<file path="config.mk">
export PLATFORM = sky130hd
export DESIGN_NAME = swcs_ctrl
export DESIGN_NICKNAME = d
export VERILOG_FILES = /design/src/rtl/swcs_pkg.sv /design/src/rtl/swcs_ctrl.sv
export VERILOG_INCLUDE_DIRS = /design/src /design/src/rtl
export SDC_FILE = /design/constraint.sdc
export NUM_CORES = 1
export LEC_CHECK = 0
export BUFFER_PORTS_ARGS = -buffer_cell sky130_fd_sc_hd__clkbuf_2
export CELL_PAD_IN_SITES_DETAIL_PLACEMENT = 0
export CELL_PAD_IN_SITES_GLOBAL_PLACEMENT = 1
export CORE_AREA = 3 3 40 42
export DETAILED_ROUTE_END_ITERATION = 10
export DIE_AREA = 0 0 43 45
export PLACE_DENSITY_LB_ADDON = 0.1
export SETUP_SLACK_MARGIN = 0.05
export SLEW_MARGIN = 30
export SYNTH_ARGS = -nofsm -noshare
export SYNTH_HDL_FRONTEND = slang
export SYNTH_SLANG_ARGS = --single-unit
export TNS_END_PERCENT = 30
</file>
<file path="constraint.sdc">
create_clock -name clk -period 1.59 [get_ports clk]
set_input_delay 0.0795 -clock clk [delete_from_list [all_inputs] [get_ports clk]]
set_output_delay 0.0795 -clock clk [all_outputs]
set_load 0.05 [all_outputs]
</file>
<file path="src/rtl/stimulus_window_current_sum_unit_defines.svh">
// Assertion macros shared by the stimulus window current sum unit.
`ifndef STIMULUS_WINDOW_CURRENT_SUM_UNIT_DEFINES_SVH
`define STIMULUS_WINDOW_CURRENT_SUM_UNIT_DEFINES_SVH

// Same-cycle implication, checked outside reset.
`define SWCS_ASSERT_NOW(lbl, ante, cons, msg) \
  lbl: assert property (@(posedge clk) disable iff (!rst_n) (ante) |-> (cons)) \
    else $error(msg);

// Next-cycle implication, checked outside reset.
`define SWCS_ASSERT_NEXT(lbl, ante, cons, msg) \
  lbl: assert property (@(posedge clk) disable iff (!rst_n) (ante) |=> (cons)) \
    else $error(msg);

`endif

</file>
<file path="src/rtl/swcs_pkg.sv">
// Shared types and constants of the stimulus window current sum unit.
package swcs_pkg;

  localparam int unsigned FUNC_W    = 1;
  localparam int unsigned SLOT_W    = 6;
  localparam int unsigned NEURON_W  = 10;
  localparam int unsigned TICK_IN_W = 32;
  localparam int unsigned CUR_W     = 32;
  localparam int unsigned CFG_W     = 7;

  typedef enum logic [FUNC_W-1:0] {
    FUNC_WRITE = 1'b0,
    FUNC_QUERY = 1'b1
  } func_t;

  typedef enum logic [1:0] {
    ST_IDLE,
    ST_SCAN,
    ST_DRAIN,
    ST_FINISH
  } state_t;

  // Commands from the controller to the datapath.
  typedef struct packed {
    logic write_en;     // store the presented window
    logic start_query;  // latch the query, clear accumulator and index
    logic rd_issue;     // read the entry at the scan index and advance
    logic finish_load;  // load the saturated sum into the output register
  } cmd_t;

  // Status from the datapath to the controller.
  typedef struct packed {
    logic cnt_zero;     // no entries in use
    logic scan_last;    // the scan index points at the last entry in use
    logic out_free;     // the output register can take a new result
  } sts_t;

endpackage

</file>
<file path="src/rtl/swcs_ctrl.sv">
// Controller state machine of the stimulus window current sum unit.
`include "stimulus_window_current_sum_unit_defines.svh"

module swcs_ctrl
  import swcs_pkg::*;
(
  input  logic  clk,
  input  logic  rst_n,
  input  logic  in_valid,
  input  func_t in_func,
  output logic  in_ready,
  input  sts_t  sts,
  output cmd_t  cmd
);

  state_t state_r;
  state_t state_nxt;

  always_ff @(posedge clk) begin
    if (!rst_n) begin
      state_r <= ST_IDLE;
    end else begin
      state_r <= state_nxt;
    end
  end

  always_comb begin
    state_nxt = state_r;
    cmd       = '0;
    in_ready  = 1'b0;
    unique case (state_r)
      ST_IDLE: begin
        in_ready = 1'b1;
        if (in_valid) begin
          if (in_func == FUNC_WRITE) begin
            cmd.write_en = 1'b1;
          end else begin
            cmd.start_query = 1'b1;
            state_nxt = sts.cnt_zero ? ST_FINISH : ST_SCAN;
          end
        end
      end
      ST_SCAN: begin
        cmd.rd_issue = 1'b1;
        if (sts.scan_last) begin
          state_nxt = ST_DRAIN;
        end
      end
      ST_DRAIN: begin
        state_nxt = ST_FINISH;
      end
      ST_FINISH: begin
        if (sts.out_free) begin
          cmd.finish_load = 1'b1;
          state_nxt = ST_IDLE;
        end
      end
      default: begin
        state_nxt = ST_IDLE;
      end
    endcase
  end

  `SWCS_ASSERT_NEXT(a_finish_holds, (state_r == ST_FINISH) && !sts.out_free,
    state_r == ST_FINISH, "result dropped while output register was busy")
  `SWCS_ASSERT_NOW(a_no_write_in_scan, cmd.rd_issue,
    !cmd.write_en && !cmd.start_query, "write or new query during a scan")

endmodule

</file>
==> qor.yml <==
status:
  status: "finished clean"
floorplanning:
  die_h_um: 45
  core_mm2: 0.00128
  rows: 13
  io_pins: 12
  die_x_um: 43
  dieArea_mm2: 0.00194
  start_util_pct: 15.3
grt:
  grt.overflow.total: 0
  grt_antenna_before_repair: 0
  grt_pass1_vias: 225
  grt_max_degree: 7
  grt_pass1_wl_um: 814
  track_usage_pct: 6.23
worst_hold_path:
  min_from: "rst_n"
  hold_path_end: "state_r[0]"
  hold_class: "in2reg"
  hold_depth: 2
power_and_ir_drop:
  peakVddDrop_mv: 0.607
  power_uw: 684
  power.density_mw_per_mm2: 2240
  leakage_nw: 0.176
synth:
  synth_fp_nets: 34
  avgSynthCellArea_um2: 8.54
  yosysWarnings: 0
  synth_area_um2: 196
  yosysUniqueCellTypes: 13
  ys_seq_area_share_pct: 20.4
  synth_cells: 23
  synth-seq-cells: 2
finish:
  layout_commonest_cell: "clkbuf_2"
  area_growth_pct: 55.4
  largest_reg_flops: 2
  reg_top3: "state_r (2)"
  n_antenna_cell: 0
  layout-drive-gt1-share_pct: 52.6
  largest_register: "state_r"
  final_cell_mix: "clkbuf_2 (11), inv_1 (4), nand2_1 (4)"
  finalNetCount: 51
clock_network:
  cts_num_sinks: 2
  clk_pin_slew_worst_paths_ns: 0.03
  htreeDepth: 1
  clockBufferDepth: 2
  cts_tree: "built"
  clockRootBuffer: "clkbuf_4"
  ctsResizeCount: 0
  cts_hold_buffers: 0
  clk_latency_ns: 0.22
  cts_made_buffers: 3
sta:
  rsz0062_at_grt: "no"
  max_slew_margin_pct: 81.2
  hold_viol: 0
  setup_viol: 0
  finClkSkew_ns: 0.000111
  fin_crit_ns: 1.43
  fmax_mhz: 700
  tightest_slew_ns: 0.284
  fin_crit_sh_pct: 89.9
  tns_ns: 0
  slew_violations: 0
worst_setup_path:
  worstPathRequired_ns: 1.70
  cp-start-kind: "register"
  critPathKind: "reg2reg"
  cp_max_fo: 6
  rrSetupSlack_ns: 0.16
  r2r_end: "state_r[0]"
  r2r-start: "state_r[0]"
  reg2reg_depth: 5
  crit_path_end_kind: "register"
  worstPathArrival_ns: 1.54
detailed_routing:
  via_per_inst: 3.94
  drtIter0Drc: 11
  ant_nets: 0
  drt-total-wl_um: 521
  wl_per_cell_um: 9.83
  firstDrtPassIters: 6
  drc: 0
  num_vias: 209
run:
  maxCapViolCount: 0
placement:
  io_buffer_count: 11
  dpl.hpwl_um: 423
  gp_congestion: 0.691
==> critical path, stage by stage, from the launching register on <==
cell and delay (ns):
dfxtp_1 0.37, inv_1 0.08, ha_2 0.22, or2_0 0.22
a221o_2 0.30, o211a_1 0.12
==> per-layer routing <==
metal	global-route usage (%)	share of wire, %	vias up
met1	5.28	38	94
met5	0	0	-
met4	9.04	0	0
met2	10.2	54	6
met3	1.59	8.3	0
li1	-	-	109
==> area by class of cell <==
class	count	area, µm²
fill	152	980
multi-input combinational	17	146
timing repair buffer	12	62.6
sequential	2	40.0
clock buffer	3	22.5
tap	15	18.8
inverter	4	15.0
==> cell families after synthesis <==
group	after synthesis	synth area share [%]
AO/OA/AOI/OAI	3	15.9
adder cells (fa/ha/maj)	4	25.5
buffers and inverters	4	7.64
flip-flops	2	20.4
multiplexers	2	10.8
AND/OR/NAND/NOR	8	19.7
==> cell usage after synthesis <==
cell type / instances / area share (%)
a221o_2: 1 / 5.7
a222oi_1: 1 / 5.1
and2_2: 1 / 3.8
and3_1: 1 / 3.2
dfxtp_1: 2 / 20
ha_1: 4 / 25
inv_1: 4 / 7.6
mux2_2: 1 / 5.7
mux2i_1: 1 / 5.1
nand2_1: 4 / 7.6
nor2_1: 1 / 1.9
o211a_1: 1 / 5.1
or2_0: 1 / 3.2
==> where the power goes <==
group | internal, mW | switching, mW | leakage, nW | total [mW]
clock | 0.0834 | 0.0301 | 0.0138 | 0.113
combinational | 0.175 | 0.295 | 0.146 | 0.470
sequential | 0.0752 | 0.0252 | 0.0165 | 0.100
total | 0.333 | 0.351 | 0.176 | 0.684
==> through the flow <==
step / hold WS, ns / instance area (µm²) / std cells / util (%) / setup slack [ns]
after detailed placement: 0.349 / 275 / 49 / 21.4 / 0.109
after floorplan: 0.213 / 201 / 23 / - / 0.0360
after global routing: 0.128 / 305 / 53 / 23.8 / 0.0826
after global placement: 0.342 / 275 / 49 / 21.4 / 0.138
final: 0.114 / 305 / 53 / 23.8 / 0.161
after CTS: 0.106 / 298 / 52 / 23.2 / 0.102
==> worst max-delay path by stage <==
stage | from | to | slack [ns] | cells after the start
global placement | state_r[1] | state_r[1] | 0.14 | 4
floorplan | state_r[1] | state_r[1] | 0.04 | 4
global route | state_r[0] | state_r[0] | 0.08 | 5
finish | state_r[0] | state_r[0] | 0.16 | 5
detailed placement | state_r[1] | state_r[1] | 0.11 | 4
CTS | state_r[1] | state_r[1] | 0.10 | 4
==> what timing repair did <==
action,CTS,global route
setup buffers,0,1
hold endpoints to repair,0,0
setup endpoints to repair,0,1
Power figures use the tool's default switching activity.
